<file path="src/hw/rtl/cbc_pkg.sv">
`timescale 1ns / 1ps
`default_nettype none

package cbc_pkg;

	localparam int MAX_WIDTH     = 512;
	localparam int SAMPLE_STRIDE = 4;
	localparam int PH_W          = 2;
	localparam int COL_W         = 9;
	localparam int ROW_W         = 9;
	localparam int WID_W         = 10;
	localparam int SUM_W         = 26;
	localparam int CNT_W         = 17;
	localparam int DIST_W        = 16;
	localparam int PIX_W         = 16;

	localparam int ADDR_W = 5;
	localparam int DATA_W = 32;

	localparam int DIST_NUM_W = 37;
	localparam int WRK_W      = DIST_NUM_W + 1;
	localparam int REM_W      = 20;
	localparam int ALU_W      = 22;
	localparam int ROOT_W     = 19;
	localparam int ITER_W     = 6;

	localparam logic [DIST_NUM_W-1:0] DIST_SQ_NUM = 37'd102400000000;
	localparam logic [SUM_W-1:0]      SUM_MAX     = '1;
	localparam logic [CNT_W-1:0]      CNT_MAX     = '1;

	typedef enum logic [2:0] {
		REG_RED_LOW,
		REG_RED_HIGH,
		REG_GREEN_LOW,
		REG_GREEN_HIGH,
		REG_BLUE_LOW,
		REG_BLUE_HIGH,
		REG_FRAME_WIDTH,
		REG_MIN_PIXELS
	} cfg_reg_t;

	typedef struct packed {
		logic [7:0]       red_low;
		logic [7:0]       red_high;
		logic [7:0]       green_low;
		logic [7:0]       green_high;
		logic [7:0]       blue_low;
		logic [7:0]       blue_high;
		logic [WID_W-1:0] frame_width;
		logic [CNT_W-1:0] min_pixels;
	} cfg_t;

	localparam cfg_t CFG_RESET = '{
		red_low:     8'd90,
		red_high:    8'd255,
		green_low:   8'd20,
		green_high:  8'd180,
		blue_low:    8'd0,
		blue_high:   8'd90,
		frame_width: 10'd320,
		min_pixels:  17'd50
	};

	typedef struct packed {
		logic [SUM_W-1:0] sum_columns;
		logic [SUM_W-1:0] sum_rows;
		logic [CNT_W-1:0] hit_count;
	} stats_t;

	typedef enum logic [2:0] {
		ST_IDLE,
		ST_START,
		ST_DIV_X,
		ST_DIV_Y,
		ST_DIV_D,
		ST_SQRT,
		ST_EMIT
	} solve_state_t;

endpackage

`default_nettype wire

</file>
<file path="src/hw/rtl/cbc_if.sv">
`timescale 1ns / 1ps
`default_nettype none

interface cbc_pix_if;
	logic                      valid;
	logic                      ready;
	logic [cbc_pkg::PIX_W-1:0] pixel_word;
	logic                      frame_end;

	modport source (output valid, output pixel_word, output frame_end, input ready);
	modport sink (input valid, input pixel_word, input frame_end, output ready);
endinterface

interface cbc_res_if;
	logic                       valid;
	logic                       ready;
	logic                       ball_found;
	logic [cbc_pkg::COL_W-1:0]  center_x;
	logic [cbc_pkg::ROW_W-1:0]  center_y;
	logic [cbc_pkg::DIST_W-1:0] distance_est;
	logic [cbc_pkg::CNT_W-1:0]  match_count;

	modport source (output valid, output ball_found, output center_x, output center_y,
		output distance_est, output match_count, input ready);
	modport sink (input valid, input ball_found, input center_x, input center_y,
		input distance_est, input match_count, output ready);
endinterface

`default_nettype wire

</file>
<file path="src/hw/rtl/color_blob_centroid.sv">
// Pixels are taken at one per clock while no frame result is being computed.
// The pixel that ends a frame stops input until its result is loaded: a check state, then, if a
// blob is found, divisions for x, y and distance and a square root, all on one shared
// compare-subtract unit, and last an output load state that waits for the output register.
// The result then waits in its output register while the next frame streams in.
// Asynchronous reset restores the default thresholds and clears counters, sums and held values.
`timescale 1ns / 1ps
`default_nettype none

module color_blob_centroid (
	input  logic                       clk,
	input  logic                       arst_n,
	cbc_pix_if.sink                    pix,
	cbc_res_if.source                  res,
	input  logic                       psel,
	input  logic                       penable,
	input  logic                       pwrite,
	input  logic [cbc_pkg::ADDR_W-1:0] paddr,
	input  logic [cbc_pkg::DATA_W-1:0] pwdata,
	output logic [cbc_pkg::DATA_W-1:0] prdata,
	output logic                       pready
);

	cbc_pkg::cfg_t   cfg;
	cbc_pkg::stats_t stats;
	logic            solver_idle;
	logic            pix_accept;
	logic            frame_clear;

	assign pix.ready  = solver_idle;
	assign pix_accept = pix.valid & solver_idle;

	cbc_cfg_regs u_cfg_regs (
		.clk     (clk),
		.arst_n  (arst_n),
		.psel    (psel),
		.penable (penable),
		.pwrite  (pwrite),
		.paddr   (paddr),
		.pwdata  (pwdata),
		.prdata  (prdata),
		.pready  (pready),
		.cfg     (cfg)
	);

	cbc_accum u_accum (
		.clk        (clk),
		.arst_n     (arst_n),
		.accept     (pix_accept),
		.pixel_word (pix.pixel_word),
		.clear      (frame_clear),
		.cfg        (cfg),
		.stats      (stats)
	);

	cbc_solver u_solver (
		.clk        (clk),
		.arst_n     (arst_n),
		.start      (pix_accept & pix.frame_end),
		.stats      (stats),
		.min_pixels (cfg.min_pixels),
		.idle       (solver_idle),
		.clear      (frame_clear),
		.res        (res)
	);

endmodule

`default_nettype wire

</file>
<file path="src/hw/rtl/cbc_cfg_regs.sv">
`timescale 1ns / 1ps
`default_nettype none

module cbc_cfg_regs (
	input  logic                       clk,
	input  logic                       arst_n,
	input  logic                       psel,
	input  logic                       penable,
	input  logic                       pwrite,
	input  logic [cbc_pkg::ADDR_W-1:0] paddr,
	input  logic [cbc_pkg::DATA_W-1:0] pwdata,
	output logic [cbc_pkg::DATA_W-1:0] prdata,
	output logic                       pready,
	output cbc_pkg::cfg_t              cfg
);

	cbc_pkg::cfg_t     cfg_q;
	cbc_pkg::cfg_reg_t reg_idx;
	logic              wr_en;

	assign reg_idx = cbc_pkg::cfg_reg_t'(paddr[cbc_pkg::ADDR_W-1:2]);
	assign wr_en   = psel & penable & pwrite;
	assign pready  = 1'b1;
	assign cfg     = cfg_q;

	always_ff @(posedge clk or negedge arst_n) begin
		if (!arst_n) begin
			cfg_q <= cbc_pkg::CFG_RESET;
		end else if (wr_en) begin
			unique case (reg_idx)
				cbc_pkg::REG_RED_LOW:     cfg_q.red_low     <= pwdata[7:0];
				cbc_pkg::REG_RED_HIGH:    cfg_q.red_high    <= pwdata[7:0];
				cbc_pkg::REG_GREEN_LOW:   cfg_q.green_low   <= pwdata[7:0];
				cbc_pkg::REG_GREEN_HIGH:  cfg_q.green_high  <= pwdata[7:0];
				cbc_pkg::REG_BLUE_LOW:    cfg_q.blue_low    <= pwdata[7:0];
				cbc_pkg::REG_BLUE_HIGH:   cfg_q.blue_high   <= pwdata[7:0];
				cbc_pkg::REG_FRAME_WIDTH: cfg_q.frame_width <= pwdata[cbc_pkg::WID_W-1:0];
				cbc_pkg::REG_MIN_PIXELS:  cfg_q.min_pixels  <= pwdata[cbc_pkg::CNT_W-1:0];
			endcase
		end
	end

	always_comb begin
		prdata = '0;
		unique case (reg_idx)
			cbc_pkg::REG_RED_LOW:     prdata[7:0] = cfg_q.red_low;
			cbc_pkg::REG_RED_HIGH:    prdata[7:0] = cfg_q.red_high;
			cbc_pkg::REG_GREEN_LOW:   prdata[7:0] = cfg_q.green_low;
			cbc_pkg::REG_GREEN_HIGH:  prdata[7:0] = cfg_q.green_high;
			cbc_pkg::REG_BLUE_LOW:    prdata[7:0] = cfg_q.blue_low;
			cbc_pkg::REG_BLUE_HIGH:   prdata[7:0] = cfg_q.blue_high;
			cbc_pkg::REG_FRAME_WIDTH: prdata[cbc_pkg::WID_W-1:0] = cfg_q.frame_width;
			cbc_pkg::REG_MIN_PIXELS:  prdata[cbc_pkg::CNT_W-1:0] = cfg_q.min_pixels;
		endcase
	end

endmodule

`default_nettype wire

</file>
<file path="src/hw/rtl/cbc_accum.sv">
`timescale 1ns / 1ps
`default_nettype none

module cbc_accum (
	input  logic                      clk,
	input  logic                      arst_n,
	input  logic                      accept,
	input  logic [cbc_pkg::PIX_W-1:0] pixel_word,
	input  logic                      clear,
	input  cbc_pkg::cfg_t             cfg,
	output cbc_pkg::stats_t           stats
);

	logic [cbc_pkg::PH_W-1:0]  phase_q;
	logic [cbc_pkg::COL_W-1:0] column_q;
	logic [cbc_pkg::ROW_W-1:0] row_q;
	cbc_pkg::stats_t           stats_q;

	logic [7:0]                red;
	logic [7:0]                green;
	logic [7:0]                blue;
	logic                      hit;
	logic                      wrap_col;
	logic [cbc_pkg::WID_W-1:0] width_eff;
	logic [cbc_pkg::SUM_W:0]   sum_c_ext;
	logic [cbc_pkg::SUM_W:0]   sum_r_ext;

	assign stats = stats_q;

	always_comb begin
		red   = {pixel_word[15:11], 3'b000};
		green = {pixel_word[10:8], pixel_word[7:5], 2'b00};
		blue  = {pixel_word[4:0], 3'b000};
		hit = (phase_q == '0)
			&& (red >= cfg.red_low) && (red <= cfg.red_high)
			&& (green >= cfg.green_low) && (green <= cfg.green_high)
			&& (blue >= cfg.blue_low) && (blue <= cfg.blue_high);

		if (cfg.frame_width == '0) begin
			width_eff = cbc_pkg::WID_W'(1);
		end else if (cfg.frame_width > cbc_pkg::WID_W'(cbc_pkg::MAX_WIDTH)) begin
			width_eff = cbc_pkg::WID_W'(cbc_pkg::MAX_WIDTH);
		end else begin
			width_eff = cfg.frame_width;
		end
		wrap_col = ({1'b0, column_q} + cbc_pkg::WID_W'(1)) >= width_eff;

		sum_c_ext = {1'b0, stats_q.sum_columns}
			+ {{(cbc_pkg::SUM_W + 1 - cbc_pkg::COL_W){1'b0}}, column_q};
		sum_r_ext = {1'b0, stats_q.sum_rows}
			+ {{(cbc_pkg::SUM_W + 1 - cbc_pkg::ROW_W){1'b0}}, row_q};
	end

	always_ff @(posedge clk or negedge arst_n) begin
		if (!arst_n) begin
			phase_q  <= '0;
			column_q <= '0;
			row_q    <= '0;
			stats_q  <= '0;
		end else if (clear) begin
			phase_q  <= '0;
			column_q <= '0;
			row_q    <= '0;
			stats_q  <= '0;
		end else if (accept) begin
			if (phase_q == cbc_pkg::PH_W'(cbc_pkg::SAMPLE_STRIDE - 1)) begin
				phase_q <= '0;
			end else begin
				phase_q <= phase_q + cbc_pkg::PH_W'(1);
			end
			if (wrap_col) begin
				column_q <= '0;
				row_q    <= row_q + cbc_pkg::ROW_W'(1);
			end else begin
				column_q <= column_q + cbc_pkg::COL_W'(1);
			end
			if (hit) begin
				stats_q.sum_columns <= sum_c_ext[cbc_pkg::SUM_W] ? cbc_pkg::SUM_MAX
					: sum_c_ext[cbc_pkg::SUM_W-1:0];
				stats_q.sum_rows <= sum_r_ext[cbc_pkg::SUM_W] ? cbc_pkg::SUM_MAX
					: sum_r_ext[cbc_pkg::SUM_W-1:0];
				if (stats_q.hit_count != cbc_pkg::CNT_MAX) begin
					stats_q.hit_count <= stats_q.hit_count + cbc_pkg::CNT_W'(1);
				end
			end
		end
	end

endmodule

`default_nettype wire

</file>
<file path="src/hw/rtl/cbc_cmpsub.sv">
`timescale 1ns / 1ps
`default_nettype none

module cbc_cmpsub (
	input  logic [cbc_pkg::ALU_W-1:0] a,
	input  logic [cbc_pkg::ALU_W-1:0] b,
	output logic                      ge,
	output logic [cbc_pkg::ALU_W-1:0] diff
);

	logic borrow;

	assign {borrow, diff} = {1'b0, a} - {1'b0, b};
	assign ge = ~borrow;

endmodule

`default_nettype wire

</file>
<file path="src/hw/rtl/cbc_solver.sv">
`timescale 1ns / 1ps
`default_nettype none

module cbc_solver (
	input  logic                      clk,
	input  logic                      arst_n,
	input  logic                      start,
	input  cbc_pkg::stats_t           stats,
	input  logic [cbc_pkg::CNT_W-1:0] min_pixels,
	output logic                      idle,
	output logic                      clear,
	cbc_res_if.source                 res
);

	cbc_pkg::solve_state_t      state_q;
	cbc_pkg::solve_state_t      state_d;
	logic [cbc_pkg::ITER_W-1:0] iter_q;
	logic [cbc_pkg::ITER_W-1:0] iter_d;
	logic [cbc_pkg::WRK_W-1:0]  wrk_q;
	logic [cbc_pkg::WRK_W-1:0]  wrk_d;
	logic [cbc_pkg::REM_W-1:0]  rem_q;
	logic [cbc_pkg::REM_W-1:0]  rem_d;
	logic [cbc_pkg::ROOT_W-1:0] root_q;
	logic [cbc_pkg::ROOT_W-1:0] root_d;
	logic                       found_q;
	logic                       found_d;
	logic [cbc_pkg::COL_W-1:0]  held_x_q;
	logic [cbc_pkg::COL_W-1:0]  held_x_d;
	logic [cbc_pkg::ROW_W-1:0]  held_y_q;
	logic [cbc_pkg::ROW_W-1:0]  held_y_d;
	logic [cbc_pkg::DIST_W-1:0] held_dist_q;
	logic [cbc_pkg::DIST_W-1:0] held_dist_d;

	logic                       res_valid_q;
	logic                       out_found_q;
	logic [cbc_pkg::COL_W-1:0]  out_x_q;
	logic [cbc_pkg::ROW_W-1:0]  out_y_q;
	logic [cbc_pkg::DIST_W-1:0] out_dist_q;
	logic [cbc_pkg::CNT_W-1:0]  out_count_q;
	logic                       out_load;

	logic [cbc_pkg::ALU_W-1:0]  alu_a;
	logic [cbc_pkg::ALU_W-1:0]  alu_b;
	logic                       alu_ge;
	logic [cbc_pkg::ALU_W-1:0]  alu_diff;
	logic [cbc_pkg::WRK_W-1:0]  wrk_div;
	logic [cbc_pkg::REM_W-1:0]  rem_step;
	logic [cbc_pkg::ITER_W-1:0] iter_dec;

	cbc_cmpsub u_cmpsub (
		.a    (alu_a),
		.b    (alu_b),
		.ge   (alu_ge),
		.diff (alu_diff)
	);

	assign idle             = (state_q == cbc_pkg::ST_IDLE);
	assign res.valid        = res_valid_q;
	assign res.ball_found   = out_found_q;
	assign res.center_x     = out_x_q;
	assign res.center_y     = out_y_q;
	assign res.distance_est = out_dist_q;
	assign res.match_count  = out_count_q;

	always_ff @(posedge clk or negedge arst_n) begin
		if (!arst_n) begin
			state_q     <= cbc_pkg::ST_IDLE;
			iter_q      <= '0;
			found_q     <= 1'b0;
			held_x_q    <= '0;
			held_y_q    <= '0;
			held_dist_q <= '0;
		end else begin
			state_q     <= state_d;
			iter_q      <= iter_d;
			found_q     <= found_d;
			held_x_q    <= held_x_d;
			held_y_q    <= held_y_d;
			held_dist_q <= held_dist_d;
		end
	end

	always_ff @(posedge clk) begin
		wrk_q  <= wrk_d;
		rem_q  <= rem_d;
		root_q <= root_d;
	end

	always_comb begin
		state_d     = state_q;
		iter_d      = iter_q;
		wrk_d       = wrk_q;
		rem_d       = rem_q;
		root_d      = root_q;
		found_d     = found_q;
		held_x_d    = held_x_q;
		held_y_d    = held_y_q;
		held_dist_d = held_dist_q;
		out_load    = 1'b0;
		clear       = 1'b0;

		if (state_q == cbc_pkg::ST_SQRT) begin
			alu_a = {rem_q, wrk_q[cbc_pkg::WRK_W-1 -: 2]};
			alu_b = {1'b0, root_q, 2'b01};
		end else begin
			alu_a = {1'b0, rem_q, wrk_q[cbc_pkg::WRK_W-1]};
			alu_b = {{(cbc_pkg::ALU_W - cbc_pkg::CNT_W){1'b0}}, stats.hit_count};
		end
		wrk_div  = {wrk_q[cbc_pkg::WRK_W-2:0], alu_ge};
		rem_step = alu_ge ? alu_diff[cbc_pkg::REM_W-1:0] : alu_a[cbc_pkg::REM_W-1:0];
		iter_dec = iter_q - cbc_pkg::ITER_W'(1);

		unique case (state_q)
			cbc_pkg::ST_IDLE: begin
				if (start) begin
					state_d = cbc_pkg::ST_START;
				end
			end
			cbc_pkg::ST_START: begin
				found_d = stats.hit_count > min_pixels;
				if (found_d) begin
					wrk_d   = {stats.sum_columns, {(cbc_pkg::WRK_W - cbc_pkg::SUM_W){1'b0}}};
					rem_d   = '0;
					iter_d  = cbc_pkg::ITER_W'(cbc_pkg::SUM_W - 1);
					state_d = cbc_pkg::ST_DIV_X;
				end else begin
					state_d = cbc_pkg::ST_EMIT;
				end
			end
			cbc_pkg::ST_DIV_X: begin
				wrk_d  = wrk_div;
				rem_d  = rem_step;
				iter_d = iter_dec;
				if (iter_q == '0) begin
					held_x_d = (|wrk_div[cbc_pkg::SUM_W-1:cbc_pkg::COL_W]) ? '1
						: wrk_div[cbc_pkg::COL_W-1:0];
					wrk_d   = {stats.sum_rows, {(cbc_pkg::WRK_W - cbc_pkg::SUM_W){1'b0}}};
					rem_d   = '0;
					iter_d  = cbc_pkg::ITER_W'(cbc_pkg::SUM_W - 1);
					state_d = cbc_pkg::ST_DIV_Y;
				end
			end
			cbc_pkg::ST_DIV_Y: begin
				wrk_d  = wrk_div;
				rem_d  = rem_step;
				iter_d = iter_dec;
				if (iter_q == '0) begin
					held_y_d = (|wrk_div[cbc_pkg::SUM_W-1:cbc_pkg::ROW_W]) ? '1
						: wrk_div[cbc_pkg::ROW_W-1:0];
					wrk_d   = {cbc_pkg::DIST_SQ_NUM, 1'b0};
					rem_d   = '0;
					iter_d  = cbc_pkg::ITER_W'(cbc_pkg::DIST_NUM_W - 1);
					state_d = cbc_pkg::ST_DIV_D;
				end
			end
			cbc_pkg::ST_DIV_D: begin
				wrk_d  = wrk_div;
				rem_d  = rem_step;
				iter_d = iter_dec;
				if (iter_q == '0) begin
					rem_d   = '0;
					root_d  = '0;
					iter_d  = cbc_pkg::ITER_W'(cbc_pkg::ROOT_W - 1);
					state_d = cbc_pkg::ST_SQRT;
				end
			end
			cbc_pkg::ST_SQRT: begin
				wrk_d  = {wrk_q[cbc_pkg::WRK_W-3:0], 2'b00};
				rem_d  = rem_step;
				root_d = {root_q[cbc_pkg::ROOT_W-2:0], alu_ge};
				iter_d = iter_dec;
				if (iter_q == '0) begin
					held_dist_d = (|root_d[cbc_pkg::ROOT_W-1:cbc_pkg::DIST_W]) ? '1
						: root_d[cbc_pkg::DIST_W-1:0];
					state_d = cbc_pkg::ST_EMIT;
				end
			end
			cbc_pkg::ST_EMIT: begin
				if (!res_valid_q || res.ready) begin
					out_load = 1'b1;
					clear    = 1'b1;
					state_d  = cbc_pkg::ST_IDLE;
				end
			end
			default: begin
				state_d = cbc_pkg::ST_IDLE;
			end
		endcase
	end

	always_ff @(posedge clk or negedge arst_n) begin
		if (!arst_n) begin
			res_valid_q <= 1'b0;
		end else if (out_load) begin
			res_valid_q <= 1'b1;
		end else if (res.ready) begin
			res_valid_q <= 1'b0;
		end
	end

	always_ff @(posedge clk) begin
		if (out_load) begin
			out_found_q <= found_q;
			out_x_q     <= held_x_q;
			out_y_q     <= held_y_q;
			out_dist_q  <= held_dist_q;
			out_count_q <= stats.hit_count;
		end
	end

	a_rem_below_divisor: assert property (@(posedge clk) disable iff (!arst_n)
		(state_q == cbc_pkg::ST_DIV_X || state_q == cbc_pkg::ST_DIV_Y
			|| state_q == cbc_pkg::ST_DIV_D)
		|-> (rem_q < cbc_pkg::REM_W'(stats.hit_count)))
		else $error("division remainder not below the pixel count");

	a_stats_hold: assert property (@(posedge clk) disable iff (!arst_n)
		(state_q != cbc_pkg::ST_IDLE && state_q != cbc_pkg::ST_START) |-> $stable(stats))
		else $error("frame sums changed while the result was being computed");

	a_frame_start: assert property (@(posedge clk) disable iff (!arst_n)
		(state_q == cbc_pkg::ST_IDLE && start) |=> (state_q == cbc_pkg::ST_START))
		else $error("frame end request did not start the solver");

	a_emit_load: assert property (@(posedge clk) disable iff (!arst_n)
		(state_q == cbc_pkg::ST_EMIT && (!res.valid || res.ready))
		|=> (res.valid && state_q == cbc_pkg::ST_IDLE))
		else $error("result was not loaded into the output register");

endmodule

`default_nettype wire
</file>
<file path="src/flat_wrapper.sv">
// flat-port wrapper written by rule: the top's interface ports become plain ports
module color_blob_centroid_flat 
  (clk, arst_n, psel, penable, pwrite, paddr, pwdata, prdata, pready, pix_valid, pix_pixel_word, pix_frame_end, pix_ready, res_valid, res_ball_found, res_center_x, res_center_y, res_distance_est, res_match_count, res_ready);
  cbc_pix_if pix_i ();
  cbc_res_if res_i ();
  input  logic clk;
  input  logic arst_n;
  input  logic psel;
  input  logic penable;
  input  logic pwrite;
  input  logic [cbc_pkg::ADDR_W-1:0] paddr;
  input  logic [cbc_pkg::DATA_W-1:0] pwdata;
  output logic [cbc_pkg::DATA_W-1:0] prdata;
  output logic pready;
  input wire logic [$bits(pix_i.valid)-1:0] pix_valid;
  input wire logic [$bits(pix_i.pixel_word)-1:0] pix_pixel_word;
  input wire logic [$bits(pix_i.frame_end)-1:0] pix_frame_end;
  output wire logic [$bits(pix_i.ready)-1:0] pix_ready;
  output wire logic [$bits(res_i.valid)-1:0] res_valid;
  output wire logic [$bits(res_i.ball_found)-1:0] res_ball_found;
  output wire logic [$bits(res_i.center_x)-1:0] res_center_x;
  output wire logic [$bits(res_i.center_y)-1:0] res_center_y;
  output wire logic [$bits(res_i.distance_est)-1:0] res_distance_est;
  output wire logic [$bits(res_i.match_count)-1:0] res_match_count;
  input wire logic [$bits(res_i.ready)-1:0] res_ready;
  assign pix_i.valid = pix_valid;
  assign pix_i.pixel_word = pix_pixel_word;
  assign pix_i.frame_end = pix_frame_end;
  assign pix_ready = pix_i.ready;
  assign res_valid = res_i.valid;
  assign res_ball_found = res_i.ball_found;
  assign res_center_x = res_i.center_x;
  assign res_center_y = res_i.center_y;
  assign res_distance_est = res_i.distance_est;
  assign res_match_count = res_i.match_count;
  assign res_i.ready = res_ready;
  color_blob_centroid u_core (.clk(clk), .arst_n(arst_n), .pix(pix_i), .res(res_i), .psel(psel), .penable(penable), .pwrite(pwrite), .paddr(paddr), .pwdata(pwdata), .prdata(prdata), .pready(pready));
endmodule
</file>
<file path="config.mk">
export PLATFORM = sky130hd
export DESIGN_NAME = color_blob_centroid_flat
export DESIGN_NICKNAME = d
export VERILOG_FILES = /design/src/hw/rtl/cbc_pkg.sv /design/src/hw/rtl/cbc_if.sv /design/src/hw/rtl/color_blob_centroid.sv /design/src/hw/rtl/cbc_cfg_regs.sv /design/src/hw/rtl/cbc_accum.sv /design/src/hw/rtl/cbc_cmpsub.sv /design/src/hw/rtl/cbc_solver.sv /design/src/flat_wrapper.sv
export SDC_FILE = /design/constraint.sdc
export NUM_CORES = 1
export LEC_CHECK = 0
export ABC_CLOCK_PERIOD_IN_PS = 6500
export BUFFER_PORTS_ARGS = -buffer_cell sky130_fd_sc_hd__clkbuf_2
export CAP_MARGIN = 20
export CORE_MARGIN = 8
export CORE_UTILIZATION = 35
export CTS_CLUSTER_SIZE = 14
export DETAILED_ROUTE_END_ITERATION = 12
export SLEW_MARGIN = 40
export SYNTH_ARGS = -nofsm -noshare
export SYNTH_HDL_FRONTEND = slang
export SYNTH_SLANG_ARGS = --single-unit
</file>
<file path="constraint.sdc">
create_clock -name clk -period 6.5 [get_ports clk]
set_input_delay 1.3 -clock clk [delete_from_list [all_inputs] [get_ports clk]]
set_output_delay 1.3 -clock clk [all_outputs]
set_load 0.03 [all_outputs]
</file>
==> results of run 1 <==
how the worst max path moves through the flow:
stage	slack (ns)	end	from
after floorplan	2.32	prdata[2]	paddr[2]
after global placement	1.49	u_core.u_accum.stats[14]	pix_pixel_word[13]
after detailed placement	1.53	u_core.u_accum.stats[40]	pix_pixel_word[13]
after CTS	1.60	prdata[5]	paddr[2]
after global routing	1.40	prdata[0]	paddr[2]
final	1.52	prdata[5]	paddr[2]
sequential cells by signal, summed over array words and instances (netlist names), 2 cells and up:
register / flops
u_core.u_solver.res.center_x: 9
u_core.u_solver.held_x_q: 9
u_core.u_cfg_regs.cfg: 75
u_core.u_solver.held_y_q: 9
u_core.u_solver.state_q: 3
u_core.u_solver.res.center_y: 9
u_core.u_accum.column_q: 9
u_core.u_solver.res.match_count: 17
u_core.u_accum.row_q: 9
u_core.u_solver.iter_q: 6
u_core.u_solver.root_q: 19
u_core.u_solver.rem_q: 20
u_core.u_accum.phase_q: 2
u_core.u_accum.stats: 69
u_core.u_solver.wrk_q: 38
u_core.u_solver.held_dist_q: 16
u_core.u_solver.res.distance_est: 16
area by class of cell:
type / instances / area [µm²] / share of cell area (%)
flip-flops and latches: 338 / 9140 / 42.9
repair buffers: 140 / 811 / 3.81
inverters: 84 / 317 / 1.49
clock buffers: 53 / 1080 / 5.08
well taps: 696 / 871 / 4.09
multi-input cells: 1411 / 8960 / 42.1
diodes: 1 / 2.50 / 0.0117
clock inverters: 17 / 115 / 0.540
metrics by stage:
stage | area [µm²] | total power [mW]
2_1_floorplan | 18800 | 2.76
3_3_place_gp | 20000 | 2.93
3_5_place_dp | 20100 | 2.95
4_1_cts | 21300 | 5.03
5_1_grt | 21300 | 5.19
6_report | 21300 | 4.99
cell usage in the layout, fill, tap and decap left out, drive strengths merged, types with 12 or more instances in the layout:
master,Yosys,layout
nand2,270,270
ha,105,105
clkbuf,76,166
a221oi,13,13
dfrtp,182,182
clkinv,1,17
edfxtp,129,129
nor2,146,146
nand4,21,21
dfstp,27,27
a21o,27,27
nand3,62,62
nor3,51,51
nor2b,28,28
nor4,13,13
conb,2,16
xnor2,22,22
o21ai,148,148
inv,83,82
a211oi,12,12
o22a,19,19
nand2b,20,20
mux2,33,33
mux2i,28,28
and2,29,29
or3,13,13
a22oi,21,21
buf,32,27
a22o,17,17
and3,19,19
a21oi,115,115
xor2,15,15
cells by family after synthesis:
logic type	count (synthesis)
multiplexers	65
XOR/XNOR	37
buffers and inverters	192
other	2
flip-flops	338
AND/OR/NAND/NOR	710
adder cells (fa/ha/maj)	108
AO/OA/AOI/OAI	475
where the power goes:
group | internal (mW) | switching [mW]
registers | 2.33 | 0.0778
logic | 0.194 | 0.313
clock network | 1.21 | 0.863
total | 3.73 | 1.25
per-layer routing:
layer / part of all wire (%) / GRT usage (%) / vias up
li1: - / - / 7142
met1: 45 / 21.0 / 7239
met2: 48 / 26.2 / 327
met3: 5.2 / 2.42 / 66
met4: 1.8 / 4.11 / 2
met5: 0.026 / 0 / -
==> results.yml, run 1 <==
status:
  run_status: "completed"
final_layout:
  final_nets: 2182
  finish.utilization_pct: 39.9
  ratio_of_cells_with_drive_above_1_in_the_final_layout_pct: 14.0
  n_fill_cell: 5231
  flow.area_growth_from_synthesis_pct: 13.5
  final-instance-count-excl-fill: 2740
synthesis:
  synth_adder_area_share_pct: 7.32
  yosys_register_bits: 338
  yosysMostFrequentCell: "sky130_fd_sc_hd__nand2_1"
  synth_largest_type_area_fraction_pct: 24.3
  synth_ff_type: "sky130_fd_sc_hd__dfrtp_1"
  ys.warnings.count: 0
  ys_types: 81
  synth.area.top_cells: "sky130_fd_sc_hd__dfrtp_1 (24%), sky130_fd_sc_hd__edfxtp_1 (21%), sky130_fd_sc_hd__ha_1 (7.0%), sky130_fd_sc_hd__nand2_1 (5.4%), sky130_fd_sc_hd__o21ai_0 (3.9%)"
  postSynthCellCount: 1927
  synth_area_leader_cell: "sky130_fd_sc_hd__dfrtp_1"
  seq_total_area_yosys_pct: 48.7
  synth_compound_gate_area_share_pct: 16.3
  synthTopCellsByCount: "sky130_fd_sc_hd__nand2_1 (270), sky130_fd_sc_hd__dfrtp_1 (182), sky130_fd_sc_hd__o21ai_0 (147)"
  post_synth_xor_area_fraction_pct: 1.73
  synth_mux_area_share_pct: 3.95
  mappedNetlistArea_um2: 18800
  synth_top_family_by_area: "simple AND/OR/NAND/NOR gates"
  simple_gate_area_share_of_the_yosys_netlist_pct: 17.8
  syn_area_per_cell_um2: 9.74
  synth_enable_flop_cells: 129
  synth-async-reset-ratio_pct: 61.8
setup_path:
  critical_path_cell_count: 7
  worst-endpoint-arrival_ns: 3.68
  timing.critical_path.cells: "clkbuf_2 -> inv_1 -> nor2_1 -> a22oi_1 -> a21oi_1 -> o22a_1 -> clkbuf_2"
  cp_common_cell: "sky130_fd_sc_hd__clkbuf_2"
  cp_slowest_cell: "sky130_fd_sc_hd__clkbuf_2"
  crit_path_max_incr_delay_ns: 0.61
  worst_path_dominant_cell_family: "buffers and inverters"
  worst_r2r_path_depth: 12
  ff2ff_setup_slack_ns: 1.82
  reg_to_reg_critical_path_startpoint: "u_core.u_solver.state_q[2]"
  endpoint_kind: "output pin"
  critPathKind: "input pin to output pin"
  critPathBufInv: 3
  regToRegEndpoint: "u_core.u_solver.rem_q[7]"
  timing.critical_path.required_ns: 5.20
  start_kind: "input pin"
  critical_path_peak_fanout: 31
cts:
  h_tree_depth_reported_by_cts: 2
  post-cts-setup-buffers: 0
  ctsRootBufferMaster: "sky130_fd_sc_hd__clkbuf_16"
  path_clk_slew_ns: 0.06
  post_cts_resized: 0
  clock_tree_from_tritoncts: "built"
  cts-hold-fix-buffers: 0
  cts_sinks: 338
  cts_buffers: 38
  buffer_levels_on_the_longest_clock_path: 3
  worst_skew_pair.late_latency_ns: 0.54
timing:
  timing.final.setup_violations: 0
  post-route-min-period_ns: 4.98
  final-hold-violation-count: 0
  finalCritPeriodShare_pct: 76.6
  timing.clock.skew_ns: 0.0221
  postLayoutSetupSlackWorst_ns: 1.52
  finalSetupTns_ns: 0
  hold-worst-slack_ns: 0.444
  grt_setup_unrepaired: "false"
  drv_slew: 0
  tightest_slew_ns: 0.810
  fmax_ghz: 0.201
  max_slew_margin_pct: 46.0
floorplanning:
  die-area_um2: 61300
  die_width_um: 248
  die_y_um: 248
  row_count: 85
  design.portCount: 148
  initial_utilization_pct: 35.1
  core_region_area_um2: 53400
placement:
  dpl_worst_slack_ns: 1.53
  placed_cells: 2668
  gp_routability_congestion: 0.868
  final_hpwl_dp_mm: 35.0
  number_of_buffers_added_on_ports: 114
route:
  routed_wl_mm: 49.3
  vias: 14800
  post-route-drc-count: 0
  detail_route.iter0.violations: 1232
  route.detailed.vias_per_inst: 5.39
  drt_first_pass_iters: 7
  routedWlPerCell_um: 18.0
  ant_nets: 0
power:
  peakVddDrop_mv: 0.151
  power.density_nw_per_um2: 234
  static-leakage-power_nw: 9.64
global_route:
  gr-total-overflow: 0
  grt_start_max_net_pins: 97
  grt_first_pass_wirelength_mm: 78.3
  antenna_found_initial: 1
  global_route.usage.total_pct: 15.7
  grt_pass1_vias: 14300
worst_hold_path:
  worst_hold_path.num_cells: 0
  hold-path-endpoint: "u_core.u_solver.res.center_y[5]"
  worst_hold_path_type: "register to register"
  hp-start: "u_core.u_solver.held_y_q[5]"
run:
  timing.max_cap.violations: 0
Power figures use the tool's default switching activity.
==> run 2, diff against run 1 <==
--- a/config.mk
+++ b/config.mk
@@ -5,7 +5,7 @@
 export SDC_FILE = /design/constraint.sdc
 export NUM_CORES = 1
 export LEC_CHECK = 0
-export ABC_CLOCK_PERIOD_IN_PS = 6500
+export ABC_CLOCK_PERIOD_IN_PS = 4970
 export BUFFER_PORTS_ARGS = -buffer_cell sky130_fd_sc_hd__clkbuf_2
 export CAP_MARGIN = 20
 export CORE_MARGIN = 8
==> constraint.sdc (replaced) <==
create_clock -name clk -period 4.97 [get_ports clk]
set_input_delay 0.994 -clock clk [delete_from_list [all_inputs] [get_ports clk]]
set_output_delay 0.994 -clock clk [all_outputs]
set_load 0.03 [all_outputs]
==> results.yml, run 2 (synthesized netlist as in run 1, its figures left out) <==
cts:
  post-cts-setup-buffers: 0
  cts-hold-fix-buffers: 0
  cts_sinks: 338
  cts_buffers: 37
  h_tree_depth_reported_by_cts: 2
  buffer_levels_on_the_longest_clock_path: 3
  worst_skew_pair.late_latency_ns: 0.53
  post_cts_resized: 0
  ctsRootBufferMaster: "sky130_fd_sc_hd__clkbuf_16"
  clock_tree_from_tritoncts: "built"
  path_clk_slew_ns: 0.06
setup_path:
  timing.critical_path.cells: "and3b_2 -> mux2i_1 -> ha_1 -> fa_1 -> nor2b_1 -> o21ai_0 -> a221o_1 -> a21oi_1 -> a21boi_4 -> buf_12 -> a21oi_1 -> nor2_1"
  start_kind: "register"
  critical_path_peak_fanout: 27
  endpoint_kind: "register"
  cp_common_cell: "sky130_fd_sc_hd__a21oi_1"
  worst_path_dominant_cell_family: "compound AO/OA/AOI/OAI gates"
  critPathBufInv: 1
  cp_slowest_cell: "sky130_fd_sc_hd__dfrtp_1"
  crit_path_max_incr_delay_ns: 0.55
  worst-endpoint-arrival_ns: 4.27
  timing.critical_path.required_ns: 5.24
  critPathKind: "register to register"
final_layout:
  num_antenna_cells: 0
  flow.area_growth_from_synthesis_pct: 13.8
  layout.cells.most_common: "sky130_fd_sc_hd__nand2_1"
  number_of_flip_flops_under_the_largest_register_name: 75
  finish.utilization_pct: 40.0
  ratio_of_cells_with_drive_above_1_in_the_final_layout_pct: 14.1
  final_nets: 2188
  n_fill_cell: 5256
  final-instance-count-excl-fill: 2740
  layout.cells.most_common_list: "sky130_fd_sc_hd__nand2_1 (269), sky130_fd_sc_hd__dfrtp_1 (182), sky130_fd_sc_hd__o21ai_0 (147), sky130_fd_sc_hd__nor2_1 (145), sky130_fd_sc_hd__edfxtp_1 (129)"
placement:
  gp_routability_congestion: 0.867
  final_hpwl_dp_mm: 35.6
  number_of_buffers_added_on_ports: 114
  placed_cells: 2676
run:
  timing.max_cap.violations: 0
floorplanning:
  core_region_area_um2: 53400
  die-area_um2: 61300
  row_count: 85
  initial_utilization_pct: 35.1
  die_width_um: 248
  design.portCount: 148
  die_y_um: 248
route:
  post-route-drc-count: 0
  routed_wl_mm: 49.8
  route.detailed.vias_per_inst: 5.41
  vias: 14800
  routedWlPerCell_um: 18.2
  detail_route.iter0.violations: 1122
  drt_first_pass_iters: 7
  ant_nets: 0
timing:
  hold-worst-slack_ns: 0.250
  timing.final.setup_violations: 0
  drv_slew: 0
  grt_setup_unrepaired: "false"
  timing.clock.skew_ns: 0.0152
  finalSetupTns_ns: 0
  max_slew_margin_pct: 40.6
  finalCritPeriodShare_pct: 80.5
  final-hold-violation-count: 0
  post-route-min-period_ns: 4.00
  tightest_slew_ns: 0.888
  fmax_ghz: 0.250
global_route:
  global_route.usage.total_pct: 16.0
  gr-total-overflow: 0
  antenna_found_initial: 1
  grt_start_max_net_pins: 71
  grt_pass1_vias: 14600
  grt_first_pass_wirelength_mm: 79.8
power:
  static-leakage-power_nw: 9.68
  power.density_nw_per_um2: 304
  peakVddDrop_mv: 0.179
worst_hold_path:
  worst_hold_path_type: "input pin to async pin"
status:
  run_status: "completed"
==> run 2: where the power goes <==
group	switching [mW]	internal [mW]
clock network	1.14	1.54
registers	0.100	3.05
logic	0.410	0.257
total	1.65	4.85
==> run 2: routing by layer <==
metal  track usage (%)  share of wire, %  vias up  wire [µm]
met2              26.1                46      350      23100
met3              2.19               4.4       81       2200
li1                  -                 -     7138          -
met4              5.00               2.6        2       1290
met5                 0             0.026        -         13
met1              21.9                47     7262      23200
==> run 2: worst paths after layout <==
path / startpoint / to / slack, ns / cells past startpoint
worst max-delay path: u_core.u_solver.state_q[2] / u_core.u_solver.rem_q[5] / 0.97 / 12
worst min-delay path: arst_n / u_core.u_cfg_regs.cfg[14] / 0.25 / 1
worst max register to register: u_core.u_solver.state_q[2] / u_core.u_solver.rem_q[5] / 0.97 / 12
worst min register to register: u_core.u_solver.held_x_q[3] / u_core.u_solver.res.center_x[3] / 0.45 / 0
max in group asynchronous: arst_n / u_core.u_solver.held_x_q[7] / 3.50 / 4
min in group clk: u_core.u_solver.held_x_q[3] / u_core.u_solver.res.center_x[3] / 0.45 / 0
==> run 2: stage by stage <==
stage	total power [mW]	setup WS, ns	area, µm²
final	6.50	0.967	21400
after global routing	6.77	0.664	21400
after CTS	6.56	0.967	21300
after detailed placement	3.86	0.709	20200
after global placement	3.84	0.713	20100
after floorplan	3.61	0.902	18800
==> run 2: worst register-to-register path: stages, from the launching register on <==
cell and delay (ns):
sky130_fd_sc_hd__dfrtp_1 0.55, sky130_fd_sc_hd__and3b_2 0.52, sky130_fd_sc_hd__mux2i_1 0.17, sky130_fd_sc_hd__ha_1 0.25
sky130_fd_sc_hd__fa_1 0.39, sky130_fd_sc_hd__nor2b_1 0.16, sky130_fd_sc_hd__o21ai_0 0.13, sky130_fd_sc_hd__a221o_1 0.36
sky130_fd_sc_hd__a21oi_1 0.49, sky130_fd_sc_hd__a21boi_4 0.23, sky130_fd_sc_hd__buf_12 0.23, sky130_fd_sc_hd__a21oi_1 0.20
sky130_fd_sc_hd__nor2_1 0.08
==> run 2: area by class of cell <==
cell class | count | area [µm²] | share of cell area [%]
repair buffers | 147 | 918 | 4.30
clock inverters | 13 | 98.8 | 0.463
flip-flops and latches | 338 | 9140 | 42.8
well taps | 696 | 871 | 4.08
clock buffers | 51 | 1060 | 4.96
multi-input cells | 1411 | 8960 | 41.9
inverters | 84 | 317 | 1.48
==> run 3, diff against run 2 <==
--- a/config.mk
+++ b/config.mk
@@ -5,7 +5,8 @@
 export SDC_FILE = /design/constraint.sdc
 export NUM_CORES = 1
 export LEC_CHECK = 0
-export ABC_CLOCK_PERIOD_IN_PS = 4970
+export ABC_AREA = 1
+export ABC_CLOCK_PERIOD_IN_PS = 3330
 export BUFFER_PORTS_ARGS = -buffer_cell sky130_fd_sc_hd__clkbuf_2
 export CAP_MARGIN = 20
 export CORE_MARGIN = 8
==> constraint.sdc (replaced) <==
create_clock -name clk -period 3.33 [get_ports clk]
set_input_delay 0.666 -clock clk [delete_from_list [all_inputs] [get_ports clk]]
set_output_delay 0.666 -clock clk [all_outputs]
set_load 0.03 [all_outputs]
==> results.yml, run 3 <==
floorplanning:
  row_count: 86
  die-area_um2: 63700
  initial_utilization_pct: 35.4
  core_region_area_um2: 55200
  design.portCount: 148
  die_width_um: 252
  die_y_um: 252
setup_path:
  critPathKind: "register to register"
  worst-endpoint-arrival_ns: 3.41
  timing.critical_path.required_ns: 3.65
  critical_path_peak_fanout: 17
  regToRegEndpoint: "u_core.u_solver.rem_q[19]"
  timing.critical_path.cells: "inv_6 -> nand3_4 -> buf_12 -> nor2_1 -> a21oi_1 -> ha_1 -> inv_1 -> nor4_1 -> nor2_1 -> o21ai_2 -> nand2_1 -> nand2_1 -> nand2_1 -> nand3_1 -> nand2_1 -> nor2_1 -> nor2_1"
  worst_r2r_path_depth: 17
  start_kind: "register"
  reg_to_reg_critical_path_startpoint: "u_core.u_solver.state_q[1]"
  cp_slowest_cell: "sky130_fd_sc_hd__dfrtp_1"
  endpoint_kind: "register"
  ff2ff_setup_slack_ns: 0.24
  crit_path_max_incr_delay_ns: 0.42
timing:
  finalCritPeriodShare_pct: 92.8
  drv_slew: 0
  max_slew_margin_pct: 44.8
  tightest_slew_ns: 0.828
  fmax_ghz: 0.324
  timing.clock.skew_ns: 0.0342
  post-route-min-period_ns: 3.09
  final-hold-violation-count: 0
  timing.final.setup_violations: 0
  postLayoutSetupSlackWorst_ns: 0.241
final_layout:
  flow.area_growth_from_synthesis_pct: 14.8
  ratio_of_cells_with_drive_above_1_in_the_final_layout_pct: 12.0
  n_fill_cell: 5518
  layout.cells.most_common_list: "sky130_fd_sc_hd__nand2_1 (520), sky130_fd_sc_hd__inv_1 (299), sky130_fd_sc_hd__o21ai_0 (209), sky130_fd_sc_hd__nor2_1 (200), sky130_fd_sc_hd__dfrtp_1 (182)"
  number_of_flip_flops_under_the_largest_register_name: 75
  layout.cells.most_common: "sky130_fd_sc_hd__nand2_1"
  final_nets: 2658
  num_antenna_cells: 0
route:
  post-route-drc-count: 0
  routedWlPerCell_um: 16.4
  drt_first_pass_iters: 5
  ant_nets: 0
  detail_route.iter0.violations: 1116
  routed_wl_mm: 53.5
  route.detailed.vias_per_inst: 5.13
  vias: 16800
power:
  internal-power_mw: 11.8
  power.density_nw_per_um2: 906
  static-leakage-power_nw: 10.4
  total_power_mw: 20.3
  share_seq_of_total_power_pct: 34.4
  switchingPower_mw: 8.54
  power.clock.fraction_pct: 21.5
  power.switching_fraction_pct: 42.0
  peakVddDrop_mv: 0.529
  p_comb_share_pct: 44.1
synthesis:
  postSynthCellCount: 2363
  syn_area_per_cell_um2: 8.28
  ys.warnings.count: 0
  mappedNetlistArea_um2: 19600
  synth_enable_flop_cells: 129
  synth.area.top_cells: "sky130_fd_sc_hd__dfrtp_1 (23%), sky130_fd_sc_hd__edfxtp_1 (20%), sky130_fd_sc_hd__nand2_1 (10%), sky130_fd_sc_hd__ha_1 (6.7%), sky130_fd_sc_hd__inv_1 (5.8%)"
  yosys_register_bits: 338
  synthTopCellsByCount: "sky130_fd_sc_hd__nand2_1 (520), sky130_fd_sc_hd__inv_1 (300), sky130_fd_sc_hd__o21ai_0 (212)"
  ys_types: 62
  synth_largest_type_area_fraction_pct: 23.3
  yosysMostFrequentCell: "sky130_fd_sc_hd__nand2_1"
  synth_ff_type: "sky130_fd_sc_hd__dfrtp_1"
  synth_area_leader_cell: "sky130_fd_sc_hd__dfrtp_1"
  seq_total_area_yosys_pct: 46.7
  synth-async-reset-ratio_pct: 61.8
global_route:
  grt_first_pass_wirelength_mm: 86.9
  gr-total-overflow: 0
  grt_start_max_net_pins: 72
  antenna_found_initial: 2
  global_route.usage.total_pct: 16.5
  grt_pass1_vias: 16600
placement:
  dpl_worst_slack_ns: 0.205
  number_of_buffers_added_on_ports: 114
  gp_routability_congestion: 0.889
  final_hpwl_dp_mm: 39.5
status:
  run_status: "completed"
cts:
  clock_tree_from_tritoncts: "built"
  buffer_levels_on_the_longest_clock_path: 3
  h_tree_depth_reported_by_cts: 2
  cts_buffers: 39
  worst_skew_pair.late_latency_ns: 0.57
  path_clk_slew_ns: 0.06
  ctsRootBufferMaster: "sky130_fd_sc_hd__clkbuf_16"
  cts_sinks: 338
worst_hold_path:
  worst_hold_path_type: "input pin to async pin"
run:
  timing.max_cap.violations: 0
run 3: cell types whose count changed in the layout (fill, tap and decap cells not counted), moves of 29 or more:
cell / change
sky130_fd_sc_hd__nand2_1: +251
sky130_fd_sc_hd__inv_1: +217
sky130_fd_sc_hd__nand3_1: +70
sky130_fd_sc_hd__o21ai_0: +62
sky130_fd_sc_hd__nor2_1: +55
sky130_fd_sc_hd__mux2_2: -33
sky130_fd_sc_hd__o22ai_1: +29
run 3: metrics by stage:
| stage | utilization, % | cells | setup TNS (ns) | hold slack [ns] | instance area [µm²] |
|---|---|---|---|---|---|
| floorplan | - | 2377 | 0 | 0.370 | 19600 |
| global placement | 38.2 | 3193 | 0 | 0.434 | 21100 |
| detailed placement | 38.2 | 3193 | 0 | 0.433 | 21100 |
| CTS | 40.6 | 3264 | 0 | 0.108 | 22400 |
| global route | 40.7 | 3267 | -0.00198 | 0.138 | 22500 |
| finish | 40.7 | 3267 | 0 | 0.0961 | 22500 |
run 3: routing by layer:
metal,up-vias,track usage [%],share of wire [%]
met2,382,27.5,46
met3,78,2.99,5.7
met5,-,0,0.050
met4,4,5.14,2.4
met1,8128,21.7,45
li1,8168,-,-
run 3: how the worst max path moves through the flow:
stage / endpoint / cells past startpoint / from
floorplan: u_core.u_solver.rem_q[4] / 19 / u_core.u_solver.state_q[2]
global placement: u_core.u_solver.rem_q[11] / 17 / u_core.u_solver.state_q[1]
detailed placement: u_core.u_solver.rem_q[12] / 17 / u_core.u_solver.state_q[1]
CTS: u_core.u_solver.rem_q[12] / 17 / u_core.u_solver.state_q[1]
global route: u_core.u_solver.rem_q[2] / 16 / u_core.u_solver.state_q[1]
finish: u_core.u_solver.rem_q[19] / 17 / u_core.u_solver.state_q[1]
run 3: kinds of logic (layout without fill, tap and decap cells):
kind of cell             after synthesis  after routing  share of synthesized area, %
buffers and inverters                397            538                          8.36
AO/OA/AOI/OAI                        492            492                          14.3
XOR/XNOR                              44             44                          1.97
AND/OR/NAND/NOR                      978            979                          21.5
other                                  2             16                        0.0384
adder cells (fa/ha/maj)              108            108                          7.02
multiplexers                           4              4                         0.205
flip-flops                           338            338                          46.7
run 3: power groups by stage:
stage	clock, mW	combinational (mW)	sequential, mW
after CTS	4.48	8.89	6.99
after floorplan	0	6.38	6.97
after global routing	4.64	10.1	7.15
final	4.37	8.97	7.00
after global placement	0	8.65	7.01
after detailed placement	0	8.85	7.06
run 3: what timing repair did:
item                                    CTS  global route
buffers inserted                          0             1
gates resized for setup                   0             5
hold buffers                              0             0
endpoints found under the setup margin    0            21
run 3: worst max-delay path: cells and delay by family, from the launching register on:
family / cells / cell delay [ns]
flip-flops: 1 / 0.42
adder cells (fa/ha/maj): 1 / 0.36
buffers and inverters: 3 / 0.40
AND/OR/NAND/NOR: 11 / 1.32
AO/OA/AOI/OAI: 2 / 0.32
run 3: cell type report:
type                            count  area (µm²)  share of cell area, %
Tap cell                          748         936                   4.17
Timing Repair Buffer              159        1030                   4.61
Clock buffer                       55        1090                   4.84
Multi-Input combinational cell   1643        8870                   39.5
Clock inverter                     16         219                  0.975
Inverter                          308        1170                   5.19
Sequential cell                   338        9140                   40.7
